$ cat src/rtl/core/wmpa_pkg.sv
// Shared types, widths and codes for the window max pool with argmax core.
package wmpa_pkg;

  // Stream field widths
  localparam int ROW_W       = 6;
  localparam int COL_W       = 6;
  localparam int CH_W        = 2;
  localparam int SAMPLE_W    = 32;
  localparam int IDX_W       = 6;
  localparam int IN_TDATA_W  = 48;
  localparam int OUT_TDATA_W = 40;

  // Configuration port
  localparam int PADDR_W = 5;
  localparam int PDATA_W = 32;

  // Configuration register widths
  localparam int DIM_W    = 6;
  localparam int CCNT_W   = 3;
  localparam int KSIZE_W  = 4;
  localparam int STRIDE_W = 4;
  localparam int PAD_W    = 3;

  // Signed window coordinate: row * stride - pad fits in 12 bits
  localparam int COORD_W = 12;

  // Default sizing of the store and the window
  localparam int DEF_MAX_HEIGHT   = 32;
  localparam int DEF_MAX_WIDTH    = 32;
  localparam int DEF_MAX_CHANNELS = 4;
  localparam int DEF_MAX_KERNEL   = 8;
  localparam int DEF_DATA_WIDTH   = 32;

  // Register reset values
  localparam logic [DIM_W-1:0]    RST_MAP_HEIGHT    = 6'd32;
  localparam logic [DIM_W-1:0]    RST_MAP_WIDTH     = 6'd32;
  localparam logic [CCNT_W-1:0]   RST_CHANNEL_COUNT = 3'd1;
  localparam logic [KSIZE_W-1:0]  RST_KERNEL_SIZE   = 4'd2;
  localparam logic [STRIDE_W-1:0] RST_WINDOW_STRIDE = 4'd2;
  localparam logic [PAD_W-1:0]    RST_PAD_AMOUNT    = 3'd0;

  typedef enum logic {
    OP_WRITE = 1'b0,
    OP_QUERY = 1'b1
  } op_t;

  typedef enum logic [2:0] {
    REG_MAP_HEIGHT    = 3'd0,
    REG_MAP_WIDTH     = 3'd1,
    REG_CHANNEL_COUNT = 3'd2,
    REG_KERNEL_SIZE   = 3'd3,
    REG_WINDOW_STRIDE = 3'd4,
    REG_PAD_AMOUNT    = 3'd5
  } reg_idx_t;

  typedef struct packed {
    logic [DIM_W-1:0]    map_height;
    logic [DIM_W-1:0]    map_width;
    logic [CCNT_W-1:0]   channel_count;
    logic [KSIZE_W-1:0]  kernel_size;
    logic [STRIDE_W-1:0] window_stride;
    logic [PAD_W-1:0]    pad_amount;
  } cfg_t;

  // Controller to datapath
  typedef struct packed {
    logic capture;  // latch a query and set up the window scan
    logic write;    // store the sample of an accepted write
    logic step;     // issue one window read and advance the scan
    logic finish;   // move the final maximum into the output register
  } dp_cmd_t;

  // Datapath to controller
  typedef struct packed {
    logic scan_last;  // the read issued this cycle is the last of the window
    logic out_free;   // output register can take a result at this edge
  } dp_sts_t;

endpackage

$ cat src/rtl/core/wmpa_ctrl.sv
// Controller state machine: accepts items and sequences the window scan.
module wmpa_ctrl (
  input  logic              clk,
  input  logic              rst,
  input  logic              s_tvalid,
  output logic              s_tready,
  input  wmpa_pkg::op_t     op,
  input  wmpa_pkg::dp_sts_t sts,
  output wmpa_pkg::dp_cmd_t cmd
);

  typedef enum logic [1:0] {
    ST_IDLE,
    ST_SCAN,
    ST_FLUSH,
    ST_LOAD
  } state_t;

  state_t state;
  logic   accept;

  assign s_tready = (state == ST_IDLE);
  assign accept   = s_tvalid && s_tready;

  always_comb begin
    cmd.capture = accept && (op == wmpa_pkg::OP_QUERY);
    cmd.write   = accept && (op == wmpa_pkg::OP_WRITE);
    cmd.step    = (state == ST_SCAN);
    cmd.finish  = (state == ST_LOAD) && sts.out_free;
  end

  always_ff @(posedge clk) begin
    if (rst) begin
      state <= ST_IDLE;
    end else begin
      case (state)
        ST_IDLE: begin
          if (cmd.capture) state <= ST_SCAN;
        end
        ST_SCAN: begin
          if (sts.scan_last) state <= ST_FLUSH;
        end
        ST_FLUSH: begin
          // last read data is compared in this cycle
          state <= ST_LOAD;
        end
        ST_LOAD: begin
          if (sts.out_free) state <= ST_IDLE;
        end
        default: state <= ST_IDLE;
      endcase
    end
  end

endmodule

$ cat config.mk
export PLATFORM = sky130hd
export DESIGN_NAME = wmpa_ctrl
export DESIGN_NICKNAME = d
export VERILOG_FILES = /design/src/rtl/core/wmpa_pkg.sv /design/src/rtl/core/wmpa_ctrl.sv
export SDC_FILE = /design/constraint.sdc
export NUM_CORES = 1
export LEC_CHECK = 0
export ABC_AREA = 1
export BUFFER_PORTS_ARGS = -buffer_cell sky130_fd_sc_hd__buf_2
export CORE_AREA = 4 4 41 43
export CTS_CLUSTER_DIAMETER = 50
export CTS_CLUSTER_SIZE = 20
export DETAILED_ROUTE_END_ITERATION = 10
export DIE_AREA = 0 0 45 47
export PLACE_DENSITY = 0.39
export SLEW_MARGIN = 10
export SYNTH_ARGS = -nofsm -noshare
export SYNTH_HDL_FRONTEND = slang
export SYNTH_SLANG_ARGS = --single-unit
$ cat constraint.sdc
create_clock -name clk -period 1.58 [get_ports clk]
set_clock_uncertainty 0.05 [all_clocks]
set_input_delay 0.237 -clock clk [delete_from_list [all_inputs] [get_ports clk]]
set_output_delay 0.237 -clock clk [all_outputs]
set_load 0.1 [all_outputs]
==> results of run 1 <==
==> layer usage <==
metal  routed length (µm)  vias up  part of all wire (%)
met5                    0        -                     0
met4                    0        0                     0
met3                   36        0                   7.8
met2                  257        5                    56
met1                  167       90                    36
li1                     -      126                     -
==> cell usage in the layout (no fill, tap or decap) <==
master / instances
nand2_1: 7
inv_1: 6
nor2_1: 5
buf_2: 5
buf_12: 5
clkbuf_4: 3
inv_2: 2
nand2_2: 2
ha_1: 2
nor2_4: 1
nand3_2: 1
clkinvlp_4: 1
a21boi_2: 1
nor2_2: 1
nand3_1: 1
ha_4: 1
ha_2: 1
dfxtp_2: 1
dfxtp_1: 1
==> layout make-up <==
class / count / share of cell area, %
Clock buffer: 3 / 5.471
Inverter: 9 / 9.119
Multi-Input combinational cell: 23 / 40.43
Sequential cell: 2 / 10.03
Tap cell: 15 / 4.559
Timing Repair Buffer: 10 / 30.40
==> kinds of logic (layout without fill, tap and decap cells) <==
kind of cell	count (synthesis)	count (layout)	share of synthesized area, %
AO/OA/AOI/OAI	1	1	5.294
adder cells (fa/ha/maj)	4	4	23.53
buffers and inverters	9	22	15.88
flip-flops	2	2	18.82
AND/OR/NAND/NOR	18	18	36.47
==> per-stage QoR <==
step | setup TNS (ns) | cells | hold WS, ns
floorplan | -0.2215 | 34 | 0.3425
global placement | 0 | 59 | 0.4411
detailed placement | 0 | 59 | 0.4466
CTS | 0 | 62 | 0.2074
global route | 0 | 62 | 0.2372
finish | 0 | 62 | 0.2103
==> final timing paths <==
kind             from  endpoint  slack (ns)  cells past startpoint
max          state[1]    cmd[3]        0.08                      5
min               rst  state[0]        0.21                      4
max reg2reg  state[1]  state[1]        0.40                      8
min reg2reg  state[0]  state[0]        0.46                      2
==> timing repair <==
action	in CTS	in global routing
setup endpoints to repair	1	2
gates cloned	0	0
pin swaps	0	1
resized for setup	2	2
==> worst max-delay path: stages, from the launching register on <==
cell        delay (ns)
dfxtp_1           0.38
inv_2             0.07
ha_4              0.18
nand3_2           0.09
clkinvlp_4        0.10
buf_12            0.17
==> results.toml, run 1 <==
[cts]
cts.sinks = 2
path_clk_slew_ns = 0.03
root_buffer = "clkbuf_4"
clk_latency_ns = 0.22
cts_tree = "yes"
cts_buffers = 3
htree_levels = 1
ctsHoldBuffers = 0
postCtsSetupBuffers = 0
clock_path_buffers = 2

[global_routing]
grt_use_total_pct = 5.284
overflow = 0
grt_pass1_vias = 219
grt_max_degree = 7
grtUsageMet3_pct = 2.682
met2_usage_pct = 10.17
grt_util_met1_pct = 4.072
antenna_found_initial = 0
busiest_layer = "met2"
grt_pass1_wl_um = 759

[timing]
hold_viol_final = 0
rsz0062_at_grt = "no"
setup_viol = 0
layout_min_cycle_time_ns = 1.499
relSlewSlack_pct = 89.28
finalMaxSlewViolations = 0
setup_slack_ns = 0.08115
fmax_mhz = 667.2
fin_crit_sh_pct = 94.86
max_slew.worst_pin.slew_ns = 0.1606

[worst_hold_path]
hold_class = "in -> reg"

[placement]
dpl_worst_slack_ns = 0.1915
io_buffer_count = 10
dpl.hpwl_um = 376.5
routabilityCongestion = 0.6534
placed_cell_area_um2 = 382.9

[logic_synthesis]
postSynthAreaPerCell_um2 = 6.256
synth.most_common_cell = "inv_1"
ys_ff_latch = 2
synth_top_area_share_pct = 23.53
ys_types = 9
synth_common_cells = "9 x inv_1, 7 x nand2_1, 6 x nor2_1"
synth_cells = 34
async_flop_share_pct = 0
synth_top_cell_by_area = "ha_1"
yosys_most_used_dff = "dfxtp_1"
synth.cell_area_um2 = 212.7
synthesis.nets = 44
yosysWarnings = 0
synth_edf_count = 0
synth_seq_area_share_pct = 18.82
synth_area_leaders = "ha_1 24%, dfxtp_1 19%, inv_1 16%, nand2_1 12%, nor2_1 11%"

[routing]
drtAntennaViolNets = 0
first_iter_violations = 1
drt-pass1-iter-count = 2
vias_per_cell = 3.565
drc = 0
vias = 221
finalWirelength_um = 460
detail_route.wl_per_cell_um = 7.419

[floorplan]
core-area_um2 = 1301
placementRows = 13
chipWidth_um = 45
die_y_um = 47
die-area_um2 = 2115
pin_count = 11
initial_utilization_pct = 16.35

[cells_and_area]
design_area_um2 = 411.6
drive_above_1_share_pct = 53.19
syn_to_final_growth_pct = 93.53
multiInputGateArea_um2 = 166.4
top_regs = "state: 2 flops"
largest_register = "state"
largest_reg_flops = 2
final_util_pct = 31.63
fill_cells = 154
n_antenna_cell = 0
fin_nets = 59
seq_area_um2 = 41.29

[worst_setup_path]
required_ns = 1.29
cp_max_fo = 6
path_class = "reg -> out"
cp_data_arrival_time_ns = 1.21
cp-start-kind = "flop"
setup.worst_path.end_class = "primary output"

[run_status]
status = "finished clean"

[flow_run]
cap_violations = 0
Power of run 1 is left out: the tool's default activity adds up to more than one toggle a clock period on the data nets, which glitch-free logic cannot reach.
==> inputs of run 2 (changes only) <==
--- a/config.mk
+++ b/config.mk
@@ -7,6 +7,7 @@
 export LEC_CHECK = 0
 export ABC_AREA = 1
 export BUFFER_PORTS_ARGS = -buffer_cell sky130_fd_sc_hd__buf_2
+export CAP_MARGIN = 20
 export CORE_AREA = 4 4 41 43
 export CTS_CLUSTER_DIAMETER = 50
 export CTS_CLUSTER_SIZE = 20
==> constraint.sdc (replaced) <==
create_clock -name clk -period 1.58 [get_ports clk]
set_clock_uncertainty 0.05 [all_clocks]
set_input_delay 0.079 -clock clk [delete_from_list [all_inputs] [get_ports clk]]
set_output_delay 0.079 -clock clk [all_outputs]
set_load 0.1 [all_outputs]
==> results.toml, run 2 (synthesis results as in run 1) <==
[cells_and_area]
largest_register = "state"
top_regs = "state: 2 flops"
drive_above_1_share_pct = 44.68
design_area_um2 = 360.3
largest_reg_flops = 2
final_cell_mix = "8 x inv_1, 8 x buf_2, 7 x nand2_1"
syn_to_final_growth_pct = 69.41
n_antenna_cell = 0
fin_nets = 59
final_cells = 62

[floorplan]
die-area_um2 = 2115
initial_utilization_pct = 16.35
chipWidth_um = 45
placementRows = 13
pin_count = 11
die_y_um = 47
core-area_um2 = 1301

[worst_hold_path]
min_path_cells = 4
hold_class = "in -> reg"

[worst_setup_path]
cp_data_arrival_time_ns = 1.31
cp_cell_sequence = "inv_1 > ha_4 > nand3_1 > clkinvlp_4 > buf_12"
setup.worst_path.end_class = "primary output"
required_ns = 1.45
slowest_stage = "dfxtp_1"
critPathBufInv = 3
cp-start-kind = "flop"
path_class = "reg -> out"
cp_max_fo = 6
cpPeakStageDelay_ns = 0.36
cp.depth = 5
r2r_cells = 7
crit_family = "buffers and inverters"

[routing]
vias = 216
finalWirelength_um = 474
first_iter_violations = 4
drc = 0
drt-pass1-iter-count = 3
drtAntennaViolNets = 0
vias_per_cell = 3.484
detail_route.wl_per_cell_um = 7.645

[timing]
rsz0062_at_grt = "no"
fmax_mhz = 696.1
max_slew.worst_pin.slew_ns = 0.4866
fin_crit_sh_pct = 90.92
setup-tns-final_ns = 0
setup_viol = 0
layout_min_cycle_time_ns = 1.437
finalMaxSlewViolations = 0
relSlewSlack_pct = 67.78
setup_slack_ns = 0.1434
hold_viol_final = 0

[global_routing]
grt_max_degree = 7
grt_pass1_wl_um = 862
overflow = 0
grt_pass1_vias = 225
antenna_found_initial = 0
grt_use_total_pct = 6.304

[cts]
ctsHoldBuffers = 0
postCtsSetupBuffers = 0
ctsResizeCount = 0
cts_buffers = 3
clock_path_buffers = 2
cts.sinks = 2
cts_tree = "yes"
path_clk_slew_ns = 0.03
root_buffer = "clkbuf_4"
htree_levels = 1
clk_latency_ns = 0.22

[placement]
dpl.hpwl_um = 409.9
io_buffer_count = 10
routabilityCongestion = 0.6524
dp.cells = 59
dpl_worst_slack_ns = 0.3632
placed_cell_area_um2 = 337.8

[flow_run]
cap_violations = 0

[run_status]
status = "finished clean"
-- run 2: area by class of cell --
class	count	area, µm²
tap	15	18.77
fill	162	940.9
multi-input combinational	23	161.4
clock buffer	3	22.52
timing repair buffer	10	80.08
inverter	9	37.54
sequential	2	40.04
-- run 2: worst paths after layout --
path	start	to	slack [ns]
max	state[0]	cmd[3]	0.14
min	rst	state[1]	0.05
max reg2reg	state[0]	state[1]	0.39
min reg2reg	state[1]	state[1]	0.47
-- run 2: tightest hold or removal path: stages --
cell	delay [ns]
buf_2	0.07
inv_1	0.04
nand2_1	0.06
nor2_1	0.03
-- run 2: metrics by stage --
stage | util [%] | hold slack (ns)
floorplan | - | 0.1845
global placement | 25.96 | 0.2838
detailed placement | 25.96 | 0.2861
CTS | 27.69 | 0.04367
global route | 27.69 | 0.07293
finish | 27.69 | 0.05025
-- run 2: routing by layer --
metal | routed length (µm) | track usage [%]
met4 | 0 | 7.018
met3 | 47 | 3.831
met1 | 213 | 6.095
met5 | 0 | 0
met2 | 213 | 8.757
Power of run 2 is left out for the same reason.
==> inputs of run 3 (changes only) <==
--- a/config.mk
+++ b/config.mk
@@ -13,7 +13,7 @@
 export CTS_CLUSTER_SIZE = 20
 export DETAILED_ROUTE_END_ITERATION = 10
 export DIE_AREA = 0 0 45 47
-export PLACE_DENSITY = 0.39
+export PLACE_DENSITY = 0.4
 export SLEW_MARGIN = 10
 export SYNTH_ARGS = -nofsm -noshare
 export SYNTH_HDL_FRONTEND = slang
==> constraint.sdc (replaced) <==
create_clock -name clk -period 1.25 [get_ports clk]
set_clock_uncertainty 0.05 [all_clocks]
set_input_delay 0.0625 -clock clk [delete_from_list [all_inputs] [get_ports clk]]
set_output_delay 0.0625 -clock clk [all_outputs]
set_load 0.1 [all_outputs]
==> results.toml, run 3 (synthesis results as in run 1) <==
[run_status]
status = "complete, but fails checks"
failed_checks = "setup timing"

[worst_setup_path]
cp_max_fo = 4
cpPeakStageDelay_ns = 0.35
cp_cell_sequence = "inv_2 > ha_4 > nand3_4 > clkinvlp_4 > buf_12"
slowest_stage = "dfxtp_2"
required_ns = 1.14
cp_data_arrival_time_ns = 1.14
setup.worst_path.end_class = "primary output"
cp-start-kind = "flop"
path_class = "reg -> out"

[cts]
ctsHoldBuffers = 0
clk_latency_ns = 0.22
cts_buffers = 3
clock_path_buffers = 2
path_clk_slew_ns = 0.03
root_buffer = "clkbuf_4"
cts.sinks = 2
htree_levels = 1
cts_tree = "yes"

[timing]
fmax_mhz = 795.6
setup_viol = 1
layout_min_cycle_time_ns = 1.257
hold_viol_final = 0
max_slew.worst_pin.slew_ns = 0.1315
finalMaxSlewViolations = 0
fin_crit_sh_pct = 100.6
rsz0062_at_grt = "yes"
relSlewSlack_pct = 91.23
setup_slack_ns = -0.006947

[floorplan]
core-area_um2 = 1301
chipWidth_um = 45
die_y_um = 47
die-area_um2 = 2115
pin_count = 11
initial_utilization_pct = 16.35
placementRows = 13

[cells_and_area]
top_regs = "state: 2 flops"
design_area_um2 = 485.5
n_antenna_cell = 0
largest_register = "state"
syn_to_final_growth_pct = 128.2
largest_reg_flops = 2
fin_nets = 63
final_cell_mix = "5 x inv_1, 5 x nor2_1, 5 x buf_2, 5 x buf_12"
drive_above_1_share_pct = 68.63

[placement]
placed_cell_area_um2 = 391.6
io_buffer_count = 10
routabilityCongestion = 0.7384
dpl.hpwl_um = 403.3

[global_routing]
grt_pass1_vias = 221
grt_pass1_wl_um = 834
overflow = 0
grt_use_total_pct = 5.831
grt_max_degree = 5
antenna_found_initial = 0

[routing]
finalWirelength_um = 552
vias = 245
first_iter_violations = 0
drt-pass1-iter-count = 1
vias_per_cell = 3.712
drc = 0
detail_route.wl_per_cell_um = 8.364
drtAntennaViolNets = 0

[flow_run]
cap_violations = 0

[worst_hold_path]
hold_class = "in -> reg"
==> run 3: final timing paths <==
path,startpoint,end,slack [ns],cells after the start
worst max-delay path,state[1],cmd[3],-0.007,5
worst min-delay path,rst,state[0],0.03,4
worst max register to register,state[1],state[0],0.01,7
worst min register to register,state[1],state[1],0.46,2
==> run 3: critical path, delay by kind of cell (launching register included) <==
family | cells | cell delay (ns)
adders and majority gates | 1 | 0.18
buffers and inverters | 3 | 0.32
DFF | 1 | 0.35
and+or+nand+nor | 1 | 0.07
==> run 3: through the flow <==
step,std cells,setup TNS (ns),hold slack (ns),setup WS [ns],util [%]
floorplan,34,-0.7865,0.1606,-0.2183,-
global placement,59,0,0.2586,0.08036,30.10
detailed placement,59,0,0.2635,0.09153,30.10
CTS,66,-0.02200,0.02247,-0.009117,35.48
global route,66,-0.3681,0.02439,-0.07683,37.31
finish,66,-0.006947,0.03224,-0.006947,37.31
==> run 3: area by class of cell <==
type                       instances  area (µm²)
inverter                           9       41.29
sequential                         2       45.04
fill                             157       815.8
tap                               15       18.77
clock buffer                       3       22.52
multi-input combinational         23       198.9
timing repair buffer              14       158.9
==> run 3: repair_timing <==
action | in CTS | in global routing
pin swaps | 2 | 3
endpoints found under the setup margin | 3 | 7
buffers inserted | 4 | 0
gates resized for setup | 4 | 5
==> run 3: routing by layer <==
layer / routed length (µm) / track usage (%)
met1: 188 / 5.643
met2: 328 / 9.322
met3: 35 / 1.533
met4: 0 / 7.018
met5: 0 / 0
Power of run 3 is left out for the same reason.
