### src/rtl/core/wmpa_pkg.sv
// Shared types, widths and codes for the window max pool with argmax core.
package wmpa_pkg;

  // Stream field widths
  localparam int ROW_W       = 6;
  localparam int COL_W       = 6;
  localparam int CH_W        = 2;
  localparam int SAMPLE_W    = 32;
  localparam int IDX_W       = 6;
  localparam int IN_TDATA_W  = 48;
  localparam int OUT_TDATA_W = 40;

  // Configuration port
  localparam int PADDR_W = 5;
  localparam int PDATA_W = 32;

  // Configuration register widths
  localparam int DIM_W    = 6;
  localparam int CCNT_W   = 3;
  localparam int KSIZE_W  = 4;
  localparam int STRIDE_W = 4;
  localparam int PAD_W    = 3;

  // Signed window coordinate: row * stride - pad fits in 12 bits
  localparam int COORD_W = 12;

  // Default sizing of the store and the window
  localparam int DEF_MAX_HEIGHT   = 32;
  localparam int DEF_MAX_WIDTH    = 32;
  localparam int DEF_MAX_CHANNELS = 4;
  localparam int DEF_MAX_KERNEL   = 8;
  localparam int DEF_DATA_WIDTH   = 32;

  // Register reset values
  localparam logic [DIM_W-1:0]    RST_MAP_HEIGHT    = 6'd32;
  localparam logic [DIM_W-1:0]    RST_MAP_WIDTH     = 6'd32;
  localparam logic [CCNT_W-1:0]   RST_CHANNEL_COUNT = 3'd1;
  localparam logic [KSIZE_W-1:0]  RST_KERNEL_SIZE   = 4'd2;
  localparam logic [STRIDE_W-1:0] RST_WINDOW_STRIDE = 4'd2;
  localparam logic [PAD_W-1:0]    RST_PAD_AMOUNT    = 3'd0;

  typedef enum logic {
    OP_WRITE = 1'b0,
    OP_QUERY = 1'b1
  } op_t;

  typedef enum logic [2:0] {
    REG_MAP_HEIGHT    = 3'd0,
    REG_MAP_WIDTH     = 3'd1,
    REG_CHANNEL_COUNT = 3'd2,
    REG_KERNEL_SIZE   = 3'd3,
    REG_WINDOW_STRIDE = 3'd4,
    REG_PAD_AMOUNT    = 3'd5
  } reg_idx_t;

  typedef struct packed {
    logic [DIM_W-1:0]    map_height;
    logic [DIM_W-1:0]    map_width;
    logic [CCNT_W-1:0]   channel_count;
    logic [KSIZE_W-1:0]  kernel_size;
    logic [STRIDE_W-1:0] window_stride;
    logic [PAD_W-1:0]    pad_amount;
  } cfg_t;

  // Controller to datapath
  typedef struct packed {
    logic capture;  // latch a query and set up the window scan
    logic write;    // store the sample of an accepted write
    logic step;     // issue one window read and advance the scan
    logic finish;   // move the final maximum into the output register
  } dp_cmd_t;

  // Datapath to controller
  typedef struct packed {
    logic scan_last;  // the read issued this cycle is the last of the window
    logic out_free;   // output register can take a result at this edge
  } dp_sts_t;

endpackage

### src/rtl/core/wmpa_regs.sv
// Configuration register file behind the APB-style port.
module wmpa_regs (
  input  logic                           clk,
  input  logic                           rst,
  input  logic                           psel,
  input  logic                           penable,
  input  logic                           pwrite,
  input  logic [wmpa_pkg::PADDR_W-1:0]   paddr,
  input  logic [wmpa_pkg::PDATA_W-1:0]   pwdata,
  output logic [wmpa_pkg::PDATA_W-1:0]   prdata,
  output logic                           pready,
  output wmpa_pkg::cfg_t                 cfg
);

  wmpa_pkg::reg_idx_t reg_sel;
  logic               wr_en;

  assign pready  = 1'b1;
  assign reg_sel = wmpa_pkg::reg_idx_t'(paddr[wmpa_pkg::PADDR_W-1:2]);
  assign wr_en   = psel && penable && pwrite && pready;

  always_ff @(posedge clk) begin
    if (rst) begin
      cfg.map_height    <= wmpa_pkg::RST_MAP_HEIGHT;
      cfg.map_width     <= wmpa_pkg::RST_MAP_WIDTH;
      cfg.channel_count <= wmpa_pkg::RST_CHANNEL_COUNT;
      cfg.kernel_size   <= wmpa_pkg::RST_KERNEL_SIZE;
      cfg.window_stride <= wmpa_pkg::RST_WINDOW_STRIDE;
      cfg.pad_amount    <= wmpa_pkg::RST_PAD_AMOUNT;
    end else if (wr_en) begin
      case (reg_sel)
        wmpa_pkg::REG_MAP_HEIGHT:    cfg.map_height    <= pwdata[wmpa_pkg::DIM_W-1:0];
        wmpa_pkg::REG_MAP_WIDTH:     cfg.map_width     <= pwdata[wmpa_pkg::DIM_W-1:0];
        wmpa_pkg::REG_CHANNEL_COUNT: cfg.channel_count <= pwdata[wmpa_pkg::CCNT_W-1:0];
        wmpa_pkg::REG_KERNEL_SIZE:   cfg.kernel_size   <= pwdata[wmpa_pkg::KSIZE_W-1:0];
        wmpa_pkg::REG_WINDOW_STRIDE: cfg.window_stride <= pwdata[wmpa_pkg::STRIDE_W-1:0];
        wmpa_pkg::REG_PAD_AMOUNT:    cfg.pad_amount    <= pwdata[wmpa_pkg::PAD_W-1:0];
        default: ;
      endcase
    end
  end

  always_comb begin
    case (reg_sel)
      wmpa_pkg::REG_MAP_HEIGHT:    prdata = wmpa_pkg::PDATA_W'(cfg.map_height);
      wmpa_pkg::REG_MAP_WIDTH:     prdata = wmpa_pkg::PDATA_W'(cfg.map_width);
      wmpa_pkg::REG_CHANNEL_COUNT: prdata = wmpa_pkg::PDATA_W'(cfg.channel_count);
      wmpa_pkg::REG_KERNEL_SIZE:   prdata = wmpa_pkg::PDATA_W'(cfg.kernel_size);
      wmpa_pkg::REG_WINDOW_STRIDE: prdata = wmpa_pkg::PDATA_W'(cfg.window_stride);
      wmpa_pkg::REG_PAD_AMOUNT:    prdata = wmpa_pkg::PDATA_W'(cfg.pad_amount);
      default:                     prdata = '0;
    endcase
  end

endmodule

### config.mk
export PLATFORM = sky130hd
export DESIGN_NAME = wmpa_regs
export DESIGN_NICKNAME = d
export VERILOG_FILES = /design/src/rtl/core/wmpa_pkg.sv /design/src/rtl/core/wmpa_regs.sv
export SDC_FILE = /design/constraint.sdc
export NUM_CORES = 1
export LEC_CHECK = 0
export ABC_AREA = 1
export BUFFER_PORTS_ARGS = -buffer_cell sky130_fd_sc_hd__buf_2
export CAP_MARGIN = 10
export CORE_MARGIN = 2
export CORE_UTILIZATION = 35
export DETAILED_ROUTE_END_ITERATION = 10
export HOLD_SLACK_MARGIN = 0.15
export PLACE_DENSITY = 0.67
export SKIP_CTS_REPAIR_TIMING = 1
export SYNTH_ARGS = -nofsm -noshare
export SYNTH_HDL_FRONTEND = slang
export SYNTH_SLANG_ARGS = --single-unit
### constraint.sdc
create_clock -name clk -period 1.28 [get_ports clk]
set_input_delay 0 -clock clk [delete_from_list [all_inputs] [get_ports clk]]
set_output_delay 0 -clock clk [all_outputs]
set_load 0.02 [all_outputs]
==> reports/results.tsv, run 1 <==
stage	metric	value	unit
cells_and_area	multi_input_area	874.6	um^2
synth	synth_warnings	0	
synth	netlist_area	1615	um^2
sta	period_needed	1135	ps
route	ant_nets	0	
pwr	clkPwrFrac	37.9	%
cts	cts_buffers	3	
global_routing	antenna_found_initial	0	
cts	cts.sinks	26	
cts	tritoncts	built	
sta	finalClockSkew	0	ps
setup_path	required	1280	ps
cells_and_area	top_register	cfg	
cells_and_area	num-fill-cells	480	
route	post_drt_wl_per_cell	11.45	um
status	status	finished, final reports clean	
floorplan	dieHeight	71.94	um
cts	htree_num_levels	1	
pwr	finalPower	1.832	mW
setup_path	reg2reg_slack	650	ps
synth	synth_area_leaders	dfxtp_1 (32%), nand2_1 (14%), buf_4 (13%)	
pwr	p_int	1.318	mW
floorplan	num_rows	24	
setup_path	endpoint_kind	output port	
cts	clk_pin_slew	90	ps
synth	synth_ff_type	dfxtp_1	
sta	finalMaxSlewViolations	0	
synth	synth_most_common_cell	nand2_1	
pwr	switching_power	0.5133	mW
synth	synth.distinct_cells	23	
cells_and_area	largest_reg_flops	26	
synth	ys_async_sr_fraction	0	%
route	vias	1553	
cts	ctsRootBufferMaster	clkbuf_8	
cts	insertion_delay	270	ps
synth	yosysTopAreaCellShare	32.22	%
floorplan	core_region_area	4414	um^2
worst_hold_path	hold_end	cfg[9]$_SDFFE_PP0P_	
cells_and_area	antenna_cells	0	
synth	syn_inst	242	
job	maxCapViolations	0	
pwr	power_density	961.2	nW/um^2
route	vias_per_cell	4.528	
place	dpl.hpwl	2949	um
floorplan	chipWidth	71.94	um
floorplan	ios	101	
global_routing	grt.overflow.total	0	
synth	ys_seq_area_share	32.22	%
route	dr.pass1.iters	6	
floorplan	start_util	36.59	%
sta	setup_viol	0	
sta	slew_headroom	51.96	%
global_routing	grt_pass1_vias	1298	
sta	timing.final.crit_share	88.68	%
route	drt_iter0_markers	79	
cells_and_area	seq_area	520.5	um^2
cells_and_area	reg_top3	cfg (26)	
pwr	p_leak	0.9764	nW
setup_path	worst_r2r_endpoint	cfg[11]$_SDFFE_PP1P_	
cells_and_area	syn_to_final_growth	17.97	%
setup_path	critPathMaxFanout	3	
pwr	sw_frac_of_total	28.02	%
sta	rsz0062_at_grt	no	
pwr	ir_drop	0.3733	mV
synth	synth_seq_cells	26	
sta	hold_viol	0	
place	gp_congestion	0.8506	
synth	synth_edf_count	0	
route	post-route-drc-count	0	
cells_and_area	post_route_cells_drive_above_1_share	23.71	%
synth	yosys.area.top_type	dfxtp_1	
sta	worstMarginPinSlew	716.2	ps
worst_hold_path	holdPathStages	5	
setup_path	crit_type	flop to output port	
global_routing	grt_pass1_wl	6147	um
setup_path	cp-start-kind	flop	
setup_path	arrival	1140	ps
setup_path	reg2reg_from	cfg[11]$_SDFFE_PP1P_	
floorplan	die-area	5175	um^2
synth	synth_area_per_cell	6.675	um^2
place	io_buffers	45	
global_routing	grt_max_degree	27	
route	routed_wl	3928	um
cts	clock_path_buffers	2	
worst_hold_path	min_path_type	primary input to flop	
setup_path	worstRegToRegCells	2	
cells_and_area	nets	334	
global_routing	track_usage	14.69	%
pwr	p_seq_share	45.1	%
pwr	p_comb_share	17.0	%
sta	tns	0	ps
sta	clock.fmax	0.8810	GHz
synth	synthTopCellsByCount	nand2_1 (59), nor2_1 (50), buf_4 (27), nand3_1 (27), dfxtp_1 (26)	
worst_hold_path	worst_hold_startpoint	pwdata[2]	
==> worst max-delay path by stage <==
stage	start	endpoint	slack (ps)
floorplan	cfg[0]$_SDFFE_PP0P_	prdata[0]	470
global placement	paddr[4]	cfg[7]$_SDFFE_PP0P_	210
detailed placement	rst	cfg[15]$_SDFFE_PP0P_	210
CTS	cfg[0]$_SDFFE_PP0P_	prdata[0]	140
global route	cfg[0]$_SDFFE_PP0P_	prdata[0]	80
finish	cfg[0]$_SDFFE_PP0P_	prdata[0]	140
==> metrics by stage <==
| stage | utilization, % | area [um^2] | worst slack (ps) | hold WS [ps] | std cells |
|---|---|---|---|---|---|
| floorplan | - | 1709 | 472.8 | 126.2 | 267 |
| global placement | 40.42 | 1784 | 207.4 | 234.4 | 334 |
| detailed placement | 40.42 | 1784 | 212.1 | 243.3 | 334 |
| CTS | 42.04 | 1856 | 141.3 | -38.03 | 338 |
| global route | 43.17 | 1906 | 81.87 | 178.0 | 343 |
| finish | 43.17 | 1906 | 144.9 | 157.6 | 343 |
==> critical path, cell delays in order (launching register included) <==
cell     delay [ps]
dfxtp_1         340
nand4_1          80
nand2_1          60
nor2_1          150
nand2_1          70
buf_2           160
==> area by class of cell <==
| class | instances | area share, % |
|---|---|---|
| tap | 52 | 3.414 |
| multi-input combinational | 191 | 45.90 |
| clock inverter | 1 | 1.576 |
| timing repair buffer | 55 | 16.41 |
| inverter | 15 | 3.217 |
| clock buffer | 3 | 2.167 |
| sequential | 26 | 27.31 |
==> power groups by stage <==
stage | Combinational, mW | Sequential [mW] | Clock [mW]
CTS | 0.300 | 0.827 | 0.693
detailed placement | 0.298 | 0.846 | 0
global route | 0.340 | 0.829 | 0.716
global placement | 0.296 | 0.846 | 0
finish | 0.311 | 0.827 | 0.693
floorplan | 0.276 | 0.857 | 0
==> kinds of logic after synthesis <==
logic type             Yosys count  synth area share, %
other                            2               0.4649
AND/OR/NAND/NOR                157                45.70
AO/OA/AOI/OAI                    7                2.169
flip-flops                      26                32.22
buffers and inverters           50                19.44
==> cell usage in the layout (no fill, tap or decap), drive strengths merged <==
master	count
conb	27
dfxtp	26
nand4	8
buf	50
dlygate4sd3	5
o21ai	5
nor2	58
clkinv	2
clkbuf	3
inv	13
nand2	61
nand3	30
bufinv	1
a21oi	2
==> per-layer routing <==
metal  vias to the layer above  part of all wire (%)  wire length (um)  GRT usage [%]
li1                        803                     -                 -              -
met3                         2                   5.4               211          2.639
met4                         0                  0.48                19          3.145
met5                         -                     0                 0              0
met2                        45                    46              1819          23.56
met1                       703                    48              1879          20.78
Note: power is estimated with default switching activity, not from simulation.
==> run 2: changes to the inputs <==
--- a/config.mk
+++ b/config.mk
@@ -5,14 +5,14 @@
 export SDC_FILE = /design/constraint.sdc
 export NUM_CORES = 1
 export LEC_CHECK = 0
-export ABC_AREA = 1
 export BUFFER_PORTS_ARGS = -buffer_cell sky130_fd_sc_hd__buf_2
 export CAP_MARGIN = 10
 export CORE_MARGIN = 2
 export CORE_UTILIZATION = 35
+export CTS_CLUSTER_DIAMETER = 150
 export DETAILED_ROUTE_END_ITERATION = 10
 export HOLD_SLACK_MARGIN = 0.15
-export PLACE_DENSITY = 0.67
+export PLACE_DENSITY = 0.68
 export SKIP_CTS_REPAIR_TIMING = 1
 export SYNTH_ARGS = -nofsm -noshare
 export SYNTH_HDL_FRONTEND = slang
==> reports/results.tsv, run 2 <==
stage	metric	value	unit
setup_path	arrival	1180	ps
cts	clock_path_buffers	2	
setup_path	reg2reg_from	cfg[11]$_SDFFE_PP1P_	
synth	ys_seq_area_share	34.75	%
place	dpl.hpwl	2501	um
sta	clock.fmax	0.8489	GHz
route	vias	1243	
setup_path	cp-startpoint	cfg[15]$_SDFFE_PP0P_	
place	place_ws	204.9	ps
cells_and_area	reg_top3	cfg (26)	
synth	synth.distinct_cells	24	
route	dr.pass1.iters	4	
synth	synth_edf_count	0	
pwr	ir_drop	0.4506	mV
synth	yosysTopAreaCellShare	34.75	%
synth	synthTopCellsByCount	buf_4 (29), mux2i_1 (27), dfxtp_1 (26)	
setup_path	critPathMaxFanout	3	
synth	synth_area_per_cell	8.862	um^2
sta	period_needed	1178	ps
floorplan	die-area	4818	um^2
sta	timing.final.crit_share	92.03	%
cts	ctsRootBufferMaster	clkbuf_8	
sta	setup_viol	0	
sta	rsz0062_at_grt	no	
global_routing	track_usage	14.35	%
route	drt_iter0_markers	40	
cells_and_area	syn_to_final_growth	18.96	%
setup_path	worstRegToRegCells	2	
global_routing	grt_pass1_wl	5678	um
setup_path	worst_r2r_endpoint	cfg[11]$_SDFFE_PP1P_	
cells_and_area	largest_reg_flops	26	
setup_path	crit_end	prdata[1]	
sta	worstMarginPinSlew	509.8	ps
job	maxCapViolations	0	
route	post-route-drc-count	0	
synth	ys_async_sr_fraction	0	%
pwr	p_leak	0.8867	nW
global_routing	antenna_found_initial	0	
synth	synth_most_common_cell	buf_4	
setup_path	reg2reg_slack	400	ps
cells_and_area	post_route_cells_drive_above_1_share	25.11	%
cts	cts.sinks	26	
synth	synth_area_leaders	dfxtp_1 (35%), mux2i_1 (18%), buf_4 (15%)	
floorplan	chipWidth	69.42	um
cells_and_area	top_register	cfg	
setup_path	crit_type	flop to output port	
cells_and_area	antenna_cells	0	
global_routing	grt_pass1_vias	1194	
setup_path	worstPathCellList	mux2i_1, o22a_1, o21ai_1, buf_2	
cts	insertion_delay	270	ps
setup_path	cp-start-kind	flop	
setup_path	cpMaxStageDelayCell	dfxtp_1	
setup_path	cp_top_family	flip-flops	
worst_hold_path	min_path_type	primary input to flop	
setup_path	critPathMaxStageDelay	370	ps
cells_and_area	seq_area	520.5	um^2
setup_path	endpoint_kind	output port	
cells_and_area	layout_commonest_cell	buf_2	
sta	finalClockSkew	0	ps
cells_and_area	num-fill-cells	428	
route	routed_wl	3489	um
cells_and_area	multi_input_area	820.8	um^2
synth	synth_warnings	0	
cells_and_area	final_cell_mix	buf_2 (45), mux2i_1 (27), conb_1 (27)	
floorplan	dieHeight	69.42	um
pwr	power_density	906.9	nW/um^2
sta	tns	0	ps
cells_and_area	nets	262	
cts	clk_pin_slew	100	ps
floorplan	start_util	36.91	%
place	io_buffers	45	
route	ant_nets	0	
synth	syn_inst	169	
synth	synth_seq_cells	26	
cts	tritoncts	built	
setup_path	path_buf_inv	1	
pwr	finalPower	1.616	mW
setup_path	required	1280	ps
sta	hold_viol	0	
sta	finalMaxSlewViolations	0	
status	status	finished, final reports clean	
route	post_drt_wl_per_cell	12.97	um
global_routing	grt.overflow.total	0	
synth	synth_ff_type	dfxtp_1	
synth	yosys.area.top_type	dfxtp_1	
floorplan	num_rows	23	
global_routing	grt_max_degree	34	
route	vias_per_cell	4.621	
cts	cts_buffers	3	
floorplan	ios	101	
sta	slew_headroom	66.01	%
cts	htree_num_levels	1	
place	gp_congestion	0.7622	
floorplan	core_region_area	4058	um^2
synth	netlist_area	1498	um^2
setup_path	path_depth	4	
sta	setup_slack	102.0	ps
run 2: worst min path at each step:
stage	start	to	slack [ps]	depth (start not counted)
3_3_place_gp	pwdata[4]	cfg[24]$_SDFFE_PP0P_	280	3
6_report	rst	cfg[24]$_SDFFE_PP0P_	210	2
4_1_cts	pwdata[4]	cfg[24]$_SDFFE_PP0P_	-10	3
5_1_grt	rst	cfg[24]$_SDFFE_PP0P_	240	2
2_1_floorplan	pwdata[1]	cfg[12]$_SDFFE_PP0P_	150	2
3_5_place_dp	pwdata[5]	cfg[19]$_SDFFE_PP1P_	280	3
run 2: logic make-up after synthesis:
logic type	count (synthesis)	synth area share [%]
AOI/OAI and AO/OA	29	11.11
muxes	27	18.05
buffers and inverters	35	16.71
and+or+nand+nor	50	18.88
other	2	0.5014
DFF	26	34.75
run 2: area by class of cell:
type	instances	share of cell area, %
Multi-Input combinational cell	133	46.07
Sequential cell	26	29.21
Clock buffer	4	3.090
Tap cell	50	3.511
Timing Repair Buffer	56	18.12
run 2: worst reg2reg max path: stages, from the launching register on:
cell	delay [ps]
dfxtp_1	340
a21boi_1	130
a311o_1	310
run 2: report_power, final:
part           total (mW)  leakage (nW)  internal (mW)  switching [mW]
Sequential          0.819         0.210          0.814         0.00443
Combinational       0.260         0.648         0.0810           0.179
Clock               0.537        0.0288          0.275           0.262
Total                1.62         0.887           1.17           0.445
run 2: stage by stage:
| step | cell area, um^2 | hold WS [ps] | utilization [%] | instances |
|---|---|---|---|---|
| after floorplan | 1592 | 147.7 | - | 194 |
| after global placement | 1667 | 275.3 | 41.07 | 259 |
| after detailed placement | 1667 | 278.7 | 41.07 | 259 |
| after CTS | 1722 | -11.31 | 42.43 | 263 |
| after global routing | 1782 | 237.3 | 43.91 | 269 |
| final | 1782 | 206.8 | 43.91 | 269 |
run 2: per-layer routing:
metal / global-route usage, % / part of all wire, % / vias to the layer above
met3: 2.471 / 4.6 / 2
li1: - / - / 629
met4: 3.922 / 0.43 / 0
met1: 18.08 / 45 / 571
met5: 0 / 0 / -
met2: 25.11 / 50 / 41
